===== config.mk =====
export PLATFORM = sky130hd
export DESIGN_NAME = cycle_counter_time_splitter
export DESIGN_NICKNAME = d
export VERILOG_FILES = /design/src/hdl/cct_pkg.sv /design/src/hdl/cct_divider.sv /design/src/hdl/cct_ctrl.sv /design/src/hdl/cycle_counter_time_splitter.sv
export SDC_FILE = /design/constraint.sdc
export NUM_CORES = 2
export LEC_CHECK = 0
export BUFFER_PORTS_ARGS = -buffer_cell sky130_fd_sc_hd__buf_2
export CAP_MARGIN = 20
export CORE_ASPECT_RATIO = 1.25
export CORE_UTILIZATION = 30
export DETAILED_ROUTE_END_ITERATION = 6
export MAX_ROUTING_LAYER = met4
export PLACE_DENSITY = 0.42
export REMOVE_ABC_BUFFERS = 1
export SLEW_MARGIN = 20
export SYNTH_ARGS = -nofsm -noshare
export SYNTH_HDL_FRONTEND = slang
export SYNTH_SLANG_ARGS = --single-unit

===== constraint.sdc =====
create_clock -name clk -period 16.87 [get_ports clk]
set_input_delay 1.687 -clock clk [delete_from_list [all_inputs] [get_ports clk]]
set_output_delay 1.687 -clock clk [all_outputs]
set_load 0.01 [all_outputs]

===== src/hdl/cct_pkg.sv =====
// ----------------------------------------------------------------------------
// cct_pkg
// Shared types and constants for the cycle counter time splitter.
// ----------------------------------------------------------------------------
package cct_pkg;

	localparam int unsigned SAMPLE_W  = 32;
	localparam int unsigned TOTAL_W   = 64;
	localparam int unsigned SEC_W     = 45;
	localparam int unsigned PART_W    = 10;
	localparam int unsigned MHZ_W     = 10;
	localparam int unsigned DIVISOR_W = 30;
	localparam int unsigned REM_W     = 30;
	localparam int unsigned CNT_W     = 6;
	localparam int unsigned SEC_LO_W  = 23;
	localparam int unsigned SEC_HI_W  = SEC_W - SEC_LO_W;
	localparam int unsigned PAD_W     = 7;
	localparam int unsigned OUT_DATA_W = 2 * TOTAL_W + SEC_W + 2 * PART_W + PAD_W;

	// quotient bits produced per division
	localparam int unsigned SEC_STEPS = 64;
	localparam int unsigned SUB_STEPS = 10;

	localparam logic [MHZ_W-1:0] MHZ_RESET = 10'd168;
	localparam logic [MHZ_W-1:0] MHZ_MIN   = 10'd1;
	localparam logic [19:0]      US_PER_SEC = 20'd1000000;
	localparam logic [9:0]       US_PER_MS  = 10'd1000;

	typedef enum logic [3:0] {
		ST_IDLE,
		ST_LD_SEC,
		ST_DIV_SEC,
		ST_LD_MS,
		ST_DIV_MS,
		ST_LD_US,
		ST_DIV_US,
		ST_MUL_SUB,
		ST_MUL_LO,
		ST_MUL_HI,
		ST_DONE
	} state_t;

	typedef enum logic [1:0] {
		PH_SEC,
		PH_MS,
		PH_US
	} phase_t;

	typedef enum logic [1:0] {
		MUL_NONE,
		MUL_SUB,
		MUL_LO,
		MUL_HI
	} mul_op_t;

	typedef struct packed {
		logic    ready;
		logic    div_load;
		logic    div_step;
		phase_t  phase;
		mul_op_t mul_op;
		logic    out_write;
	} ctrl_t;

endpackage


===== src/hdl/cct_divider.sv =====
// ----------------------------------------------------------------------------
// cct_divider
// Shared restoring divider, one quotient bit per step.
// ----------------------------------------------------------------------------
module cct_divider
	import cct_pkg::*;
(
	input  logic                 clk,
	input  logic                 load,
	input  logic                 step,
	input  logic [REM_W-1:0]     load_rem,
	input  logic [TOTAL_W-1:0]   load_dq,
	input  logic [DIVISOR_W-1:0] divisor,
	output logic [REM_W-1:0]     rem,
	output logic [TOTAL_W-1:0]   dq
);

	logic [REM_W-1:0]   rem_q;
	logic [TOTAL_W-1:0] dq_q;
	logic [REM_W:0]     trial;
	logic               fits;
	logic [REM_W-1:0]   rem_next;

	// partial remainder shifted left by one dividend bit
	assign trial = {rem_q, dq_q[TOTAL_W-1]};
	assign fits  = trial >= {1'b0, divisor};

	always_comb begin
		if (fits) begin
			rem_next = REM_W'(trial - {1'b0, divisor});
		end else begin
			rem_next = trial[REM_W-1:0];
		end
	end

	// dividend bits leave at the top, quotient bits enter at the bottom
	always_ff @(posedge clk) begin
		if (load) begin
			rem_q <= load_rem;
			dq_q  <= load_dq;
		end else if (step) begin
			rem_q <= rem_next;
			dq_q  <= {dq_q[TOTAL_W-2:0], fits};
		end
	end

	assign rem = rem_q;
	assign dq  = dq_q;

endmodule


===== src/hdl/cct_ctrl.sv =====
// ----------------------------------------------------------------------------
// cct_ctrl
// Sequencer: loads and steps the divider, then runs the multiply steps.
// ----------------------------------------------------------------------------
module cct_ctrl
	import cct_pkg::*;
(
	input  logic  clk,
	input  logic  arst_n,
	input  logic  in_accept,
	input  logic  out_free,
	output ctrl_t ctrl
);

	state_t           state_q;
	state_t           state_d;
	logic [CNT_W-1:0] cnt_q;
	logic             last_sec;
	logic             last_sub;

	assign last_sec = cnt_q == CNT_W'(SEC_STEPS - 1);
	assign last_sub = cnt_q == CNT_W'(SUB_STEPS - 1);

	always_comb begin
		state_d = state_q;
		case (state_q)
			ST_IDLE: begin
				if (in_accept) state_d = ST_LD_SEC;
			end
			ST_LD_SEC:  state_d = ST_DIV_SEC;
			ST_DIV_SEC: begin
				if (last_sec) state_d = ST_LD_MS;
			end
			ST_LD_MS:   state_d = ST_DIV_MS;
			ST_DIV_MS: begin
				if (last_sub) state_d = ST_LD_US;
			end
			ST_LD_US:   state_d = ST_DIV_US;
			ST_DIV_US: begin
				if (last_sub) state_d = ST_MUL_SUB;
			end
			ST_MUL_SUB: state_d = ST_MUL_LO;
			ST_MUL_LO:  state_d = ST_MUL_HI;
			ST_MUL_HI:  state_d = ST_DONE;
			ST_DONE: begin
				if (out_free) state_d = ST_IDLE;
			end
			default:    state_d = ST_IDLE;
		endcase
	end

	always_comb begin
		ctrl = '{ready: 1'b0, div_load: 1'b0, div_step: 1'b0, phase: PH_SEC,
			mul_op: MUL_NONE, out_write: 1'b0};
		case (state_q)
			ST_IDLE:    ctrl.ready = 1'b1;
			ST_LD_SEC:  ctrl.div_load = 1'b1;
			ST_DIV_SEC: ctrl.div_step = 1'b1;
			ST_LD_MS: begin
				ctrl.div_load = 1'b1;
				ctrl.phase    = PH_MS;
			end
			ST_DIV_MS: begin
				ctrl.div_step = 1'b1;
				ctrl.phase    = PH_MS;
			end
			ST_LD_US: begin
				ctrl.div_load = 1'b1;
				ctrl.phase    = PH_US;
			end
			ST_DIV_US: begin
				ctrl.div_step = 1'b1;
				ctrl.phase    = PH_US;
			end
			ST_MUL_SUB: ctrl.mul_op = MUL_SUB;
			ST_MUL_LO:  ctrl.mul_op = MUL_LO;
			ST_MUL_HI:  ctrl.mul_op = MUL_HI;
			ST_DONE:    ctrl.out_write = out_free;
			default:    ctrl.ready = 1'b0;
		endcase
	end

	always_ff @(posedge clk or negedge arst_n) begin
		if (!arst_n) begin
			state_q <= ST_IDLE;
			cnt_q   <= '0;
		end else begin
			state_q <= state_d;
			if (ctrl.div_load) begin
				cnt_q <= '0;
			end else if (ctrl.div_step) begin
				cnt_q <= cnt_q + CNT_W'(1);
			end
		end
	end

endmodule


===== src/hdl/cycle_counter_time_splitter.sv =====
// ----------------------------------------------------------------------------
// cycle_counter_time_splitter
// Extends a 32-bit cycle counter sample with a wrap count and splits the
// 64-bit total into seconds, milliseconds, microseconds and total microseconds.
// ----------------------------------------------------------------------------
//
//  channel   dir  handshake                    payload
//  s_axis    in   s_axis_tvalid/s_axis_tready  counter_sample
//  m_axis    out  m_axis_tvalid/m_axis_tready  time fields, wrap_seen in tuser
//  cfg       in   cfg_we                       clock_mhz
//
//  after acceptance the sequencer loads and steps the shared divider for
//  seconds, then for ms and then for us, runs the MUL_SUB, MUL_LO and MUL_HI
//  multiply-accumulate steps for total microseconds and then writes the
//  output register, where the result sits; if it is still held downstream the
//  sequencer waits in its last state before taking the next item
//  reset clears the wrap count, the previous sample and sets clock_mhz to 168
//
module cycle_counter_time_splitter
	import cct_pkg::*;
(
	input  logic                  clk,
	input  logic                  arst_n,
	input  logic                  s_axis_tvalid,
	output logic                  s_axis_tready,
	input  logic [SAMPLE_W-1:0]   s_axis_tdata,   // [31:0] counter_sample
	output logic                  m_axis_tvalid,
	input  logic                  m_axis_tready,
	// [63:0] total_cycles, [108:64] whole_seconds, [118:109] milliseconds_part,
	// [128:119] microseconds_part, [192:129] total_microseconds, [199:193] zero
	output logic [OUT_DATA_W-1:0] m_axis_tdata,
	output logic                  m_axis_tuser,   // [0] wrap_seen
	input  logic                  cfg_we,
	input  logic [MHZ_W-1:0]      cfg_wdata        // clock_mhz
);

	ctrl_t ctrl;

	logic in_accept;
	logic out_free;

	// architectural state
	logic [MHZ_W-1:0]    clock_mhz_q;
	logic [SAMPLE_W-1:0] wrap_q;
	logic [SAMPLE_W-1:0] prev_q;

	// per item working registers
	logic [TOTAL_W-1:0]   total_q;
	logic                 wrap_seen_q;
	logic [MHZ_W-1:0]     mhz_q;
	logic [DIVISOR_W-1:0] d1_q;
	logic [19:0]          d2_q;
	logic [SEC_W-1:0]     secs_q;
	logic [PART_W-1:0]    ms_q;
	logic [PART_W-1:0]    us_q;
	logic [TOTAL_W-1:0]   acc_q;

	// output register
	logic [OUT_DATA_W-1:0] out_data_q;
	logic                  out_user_q;
	logic                  out_valid_q;

	logic                 wrapped;
	logic [SAMPLE_W-1:0]  wrap_next;
	logic [REM_W-1:0]     div_rem;
	logic [TOTAL_W-1:0]   div_dq;
	logic [REM_W-1:0]     load_rem;
	logic [TOTAL_W-1:0]   load_dq;
	logic [DIVISOR_W-1:0] divisor;
	logic [19:0]          sub_prod;
	logic [42:0]          lo_prod;
	logic [41:0]          hi_prod;

	assign s_axis_tready = ctrl.ready;
	assign in_accept     = s_axis_tvalid & s_axis_tready;
	assign out_free      = !out_valid_q || m_axis_tready;

	assign wrapped   = s_axis_tdata < prev_q;
	assign wrap_next = wrap_q + SAMPLE_W'(wrapped);

	cct_ctrl u_ctrl (
		.clk       (clk),
		.arst_n    (arst_n),
		.in_accept (in_accept),
		.out_free  (out_free),
		.ctrl      (ctrl)
	);

	// seconds divide the whole total; ms and us divide the remainder left
	// by the step before, whose upper bits already sit below the new divisor
	always_comb begin
		case (ctrl.phase)
			PH_SEC: begin
				load_rem = '0;
				load_dq  = total_q;
				divisor  = d1_q;
			end
			PH_MS: begin
				load_rem = div_rem >> PART_W;
				load_dq  = {div_rem[PART_W-1:0], (TOTAL_W - PART_W)'(0)};
				divisor  = DIVISOR_W'(d2_q);
			end
			PH_US: begin
				load_rem = div_rem >> PART_W;
				load_dq  = {div_rem[PART_W-1:0], (TOTAL_W - PART_W)'(0)};
				divisor  = DIVISOR_W'(mhz_q);
			end
			default: begin
				load_rem = '0;
				load_dq  = total_q;
				divisor  = d1_q;
			end
		endcase
	end

	cct_divider u_divider (
		.clk      (clk),
		.load     (ctrl.div_load),
		.step     (ctrl.div_step),
		.load_rem (load_rem),
		.load_dq  (load_dq),
		.divisor  (divisor),
		.rem      (div_rem),
		.dq       (div_dq)
	);

	// total microseconds built as ms*1000 + us, then the two halves of secs*1e6
	assign sub_prod = 20'(ms_q) * 20'(US_PER_MS);
	assign lo_prod  = 43'(secs_q[SEC_LO_W-1:0]) * 43'(US_PER_SEC);
	assign hi_prod  = 42'(secs_q[SEC_W-1:SEC_LO_W]) * 42'(US_PER_SEC);

	// configuration and wrap tracking
	always_ff @(posedge clk or negedge arst_n) begin
		if (!arst_n) begin
			clock_mhz_q <= MHZ_RESET;
			wrap_q      <= '0;
			prev_q      <= '0;
		end else begin
			if (cfg_we) begin
				clock_mhz_q <= cfg_wdata;
			end
			if (in_accept) begin
				wrap_q <= wrap_next;
				prev_q <= s_axis_tdata;
			end
		end
	end

	// working registers, no reset needed
	always_ff @(posedge clk) begin
		if (in_accept) begin
			total_q     <= {wrap_next, s_axis_tdata};
			wrap_seen_q <= wrapped;
			// a zero clock is taken as 1 MHz
			mhz_q       <= (clock_mhz_q == '0) ? MHZ_MIN : clock_mhz_q;
		end
		if (ctrl.div_load && ctrl.phase == PH_SEC) begin
			d1_q <= DIVISOR_W'(mhz_q) * DIVISOR_W'(US_PER_SEC);
			d2_q <= 20'(mhz_q) * 20'(US_PER_MS);
		end
		if (ctrl.div_load && ctrl.phase == PH_MS) begin
			secs_q <= div_dq[SEC_W-1:0];
		end
		if (ctrl.div_load && ctrl.phase == PH_US) begin
			ms_q <= div_dq[PART_W-1:0];
		end
		case (ctrl.mul_op)
			MUL_SUB: begin
				us_q  <= div_dq[PART_W-1:0];
				acc_q <= TOTAL_W'(sub_prod) + TOTAL_W'(div_dq[PART_W-1:0]);
			end
			MUL_LO:  acc_q <= acc_q + TOTAL_W'(lo_prod);
			MUL_HI:  acc_q <= acc_q + TOTAL_W'({hi_prod, SEC_LO_W'(0)});
			default: acc_q <= acc_q;
		endcase
		if (ctrl.out_write) begin
			out_data_q <= {PAD_W'(0), acc_q, us_q, ms_q, secs_q, total_q};
			out_user_q <= wrap_seen_q;
		end
	end

	// output item valid
	always_ff @(posedge clk or negedge arst_n) begin
		if (!arst_n) begin
			out_valid_q <= 1'b0;
		end else if (ctrl.out_write) begin
			out_valid_q <= 1'b1;
		end else if (m_axis_tready) begin
			out_valid_q <= 1'b0;
		end
	end

	assign m_axis_tvalid = out_valid_q;
	assign m_axis_tdata  = out_data_q;
	assign m_axis_tuser  = out_user_q;

	// remainder entering every divider step stays below the divisor
	a_rem_below_divisor: assert property (@(posedge clk) disable iff (!arst_n)
		ctrl.div_step |-> div_rem < divisor)
		else $error("divider remainder not below divisor");

	// the parts of a second delivered are always below one thousand
	a_parts_in_range: assert property (@(posedge clk) disable iff (!arst_n)
		m_axis_tvalid |-> (m_axis_tdata[118:109] < 10'd1000)
			&& (m_axis_tdata[128:119] < 10'd1000))
		else $error("millisecond or microsecond part out of range");

	// a freshly accepted item never produces its result on the next cycle
	a_no_early_result: assert property (@(posedge clk) disable iff (!arst_n)
		in_accept |=> !$rose(m_axis_tvalid))
		else $error("result appeared one cycle after acceptance");

	// nothing is accepted while the divider works
	a_busy_not_ready: assert property (@(posedge clk) disable iff (!arst_n)
		(ctrl.div_step || ctrl.div_load) |-> !s_axis_tready)
		else $error("input ready while divider busy");

endmodule

==> results.py <==
metrics = {
    "finish": {
        "post-route-util_pct": 34.4,
        "drive_gt1_share_pct": 10.9,
        "area.sequential_um2": 18100,
        "fillers": 14600,
        "nNetsFinal": 4936,
        "mostFrequentLayoutCells": "sky130_fd_sc_hd__ha_1, sky130_fd_sc_hd__edfxtp_1, sky130_fd_sc_hd__inv_1, sky130_fd_sc_hd__nand2_1, sky130_fd_sc_hd__fa_1",
        "synthToLayoutAreaGrowth_pct": 13.9,
        "layout.cells.most_common": "sky130_fd_sc_hd__ha_1",
        "multi_input_comb_area_um2": 23800,
        "finalInstanceArea_um2": 49900,
    },
    "logic_synthesis": {
        "synth.largest_area_cell": "sky130_fd_sc_hd__edfxtp_1",
        "synth-main-ff-cell": "sky130_fd_sc_hd__edfxtp_1",
        "synthDominantCellAreaShare_pct": 36.4,
        "synth_area_um2": 43800,
        "yosysWarnings": 0,
        "postSynthRegisterBits": 616,
        "yosys-top-cells-area": "sky130_fd_sc_hd__edfxtp_1, sky130_fd_sc_hd__ha_1, sky130_fd_sc_hd__fa_1",
        "seq_area_frac_synth_pct": 41.3,
        "synth.avg_cell_area_um2": 11.4,
        "synth_async_sr_flop_share_pct": 13.8,
        "synthesized_netlist_cell_count": 3841,
        "netlist-cell-type-count": 99,
        "synth_enable_flop_cells": 531,
    },
    "clocking": {
        "cts_tree": "done",
        "cts.path.max_buffers": 3,
        "cts_setup_buffers": 0,
        "clock_sink_count": 616,
        "post_cts.resized_instances": 0,
        "path_clk_slew_ns": 0.06,
        "worst_skew_pair.late_latency_ns": 0.70,
        "holdBufCountCts": 0,
        "root_buffer_cell": "sky130_fd_sc_hd__clkbuf_16",
        "clock_tree.htree_level_count": 3,
        "tritoncts.num_buffers": 74,
    },
    "place": {
        "placement.io_buffers": 242,
        "place_area_um2": 47200,
        "weighted_congestion_reported_at_the_end_of_routability_driven_placement": 0.861,
        "detailed_place_hpwl_mm": 91.1,
    },
    "setup_path": {
        "ff2ff_setup_slack_ns": 8.37,
        "cp_common_cell": "sky130_fd_sc_hd__fa_1",
        "cp-end-kind": "flip-flop",
        "worst_ep_arrival_time_ns": 8.91,
        "category_of_cells_accounting_for_the_largest_share_of_critical_path_delay": "adder cells",
        "crit_type": "flip-flop to flip-flop",
        "timing.rr.end": "acc_q[50]",
        "crit_path_end": "acc_q[50]",
        "r2r.worst_path.cells": 29,
        "cp_data_required_time_ns": 17.28,
        "worst_path_max_delay_cell": "sky130_fd_sc_hd__fa_1",
        "timing.critical_path.fanout_max": 7,
        "max_stage_delay_ns": 0.58,
        "crit_buf_inv": 4,
        "rr_startpoint": "secs_q[6]",
        "path_depth": 29,
        "crit_path_start": "secs_q[6]",
        "cp-start-kind": "flip-flop",
    },
    "sta": {
        "final-max-slew-violation-count": 0,
        "timing.clock.skew_ns": 0.0397,
        "grt_setup_unrepaired": "false",
        "final.hold.worst_slack_ns": 0.395,
        "slew_headroom_pct": 30.6,
        "number_of_hold_violations_in_the_final_report": 0,
        "worst_slew_pin_slew_ns": 1.04,
        "timing.final.crit_share_pct": 50.4,
        "finalSetupViolCount": 0,
        "achievable-frequency_mhz": 118,
        "post-route-min-period_ns": 8.50,
        "setup_total_neg_slack_ns": 0,
    },
    "floorplanning": {
        "design.die.area_um2": 148000,
        "floorplan.initialDensity_pct": 30.2,
        "die_h_um": 429,
        "floorplan.die.width_um": 344,
        "ioPinCount": 250,
        "core_area_um2": 145000,
        "placementRows": 156,
    },
    "run_status": {
        "run_status": "finished, final reports clean",
    },
    "global_routing": {
        "first_global_vias": 29600,
        "grt_first_pass_wirelength_mm": 180,
        "grt-ovfl-total": 0,
        "maximum_number_of_pins_on_one_net_before_global_route_repair": 144,
        "initial_antenna_violation_count": 21,
        "groute.usage.overall_pct": 16.5,
    },
    "drt": {
        "first_pass_iteration_count_of_the_detailed_router": 6,
        "first_iter_violations": 1427,
        "vias": 28400,
        "post_drt_wl_per_cell_um": 19.4,
        "avgViaCountPerCell": 4.69,
        "number_of_remaining_drc_errors": 0,
        "final_antenna_net_count": 0,
        "totalWireLength_mm": 117,
    },
    "hold_path": {
        "holdPathStages": 0,
        "hold_path.startpoint": "us_q[1]",
        "hold_path.class": "flip-flop to flip-flop",
    },
    "run": {
        "max_cap_violations": 0,
    },
}
[metal layers]
metal / GRT usage, % / up-vias / part of all wire, %
li1: - / 14100 / -
met1: 21.4 / 13700 / 46
met2: 26.5 / 476 / 47
met3: 2.28 / 143 / 3.6
met4: 5.32 / 0 / 2.9
met5: - / - / 0
[Yosys cell counts (70+ instances only)]
master	count
sky130_fd_sc_hd__a21o_1	81
sky130_fd_sc_hd__a21oi_1	180
sky130_fd_sc_hd__clkbuf_1	70
sky130_fd_sc_hd__dfrtp_1	82
sky130_fd_sc_hd__edfxtp_1	531
sky130_fd_sc_hd__fa_1	260
sky130_fd_sc_hd__ha_1	546
sky130_fd_sc_hd__inv_1	422
sky130_fd_sc_hd__nand2_1	313
sky130_fd_sc_hd__nand3_1	119
sky130_fd_sc_hd__nor2_1	160
sky130_fd_sc_hd__o21ai_0	165
sky130_fd_sc_hd__xnor2_1	198
sky130_fd_sc_hd__xor2_1	102
[worst min-delay path by stage]
stage | endpoint | slack [ns]
final | m_axis_tdata[120] | 0.39
after global routing | m_axis_tdata[120] | 0.40
after CTS | m_axis_tdata[120] | 0.39
after detailed placement | m_axis_tdata[120] | 0.40
after global placement | m_axis_tdata[120] | 0.40
after floorplan | m_axis_tdata[119] | 0.40
[sequential cells by signal (all words and copies together) (netlist names), 6 cells and up]
name	flops
us_q	10
mhz_q	10
prev_q	32
d2_q	17
d1_q	22
secs_q	45
m_axis_tdata	193
clock_mhz_q	10
wrap_q	32
u_divider.dq	64
ms_q	10
u_divider.rem	30
total_q	64
u_ctrl.cnt_q	6
acc_q	64
[cell families (layout without fill, tap and decap cells)]
family / Yosys count / after routing / share of synthesized area, %
compound gates: 703 / 703 / 10.3
other cells: 1 / 19 / 0.00856
fa+ha+maj: 806 / 806 / 27.5
buf+inv: 521 / 819 / 4.57
flops: 616 / 616 / 41.3
simple gates: 845 / 845 / 9.19
mux: 49 / 49 / 1.15
xor+xnor: 300 / 300 / 6.00
[final cells by class]
cell class | instances | area share (%)
Multi-Input combinational cell | 2710 | 47.7
Sequential cell | 616 | 36.2
Tap cell | 1896 | 4.76
Clock buffer | 91 | 3.96
Inverter | 423 | 3.19
Timing Repair Buffer | 258 | 2.70
Clock inverter | 47 | 1.34
Antenna cell | 12 | 0.0602
[stage by stage]
step           setup WS, ns  cells
3_3_place_gp           8.28   5903
2_1_floorplan          9.27   3749
4_1_cts                8.28   6041
5_1_grt                7.70   6048
3_5_place_dp           8.29   5903
6_report               8.37   6053
[worst register-to-register path: cells and delay by family, from the launching register on]
family	cells	cell delay [ns]
AOI/OAI and AO/OA	10	2.02
DFF	1	0.54
xor gates and xnor gates	2	0.33
adders and majority gates	8	3.57
buffers and inverters	4	0.33
and+or+nand+nor	5	1.44
Power is not shown: default switching activity piles up to over one toggle a cycle in this logic, so the estimate is an artifact.
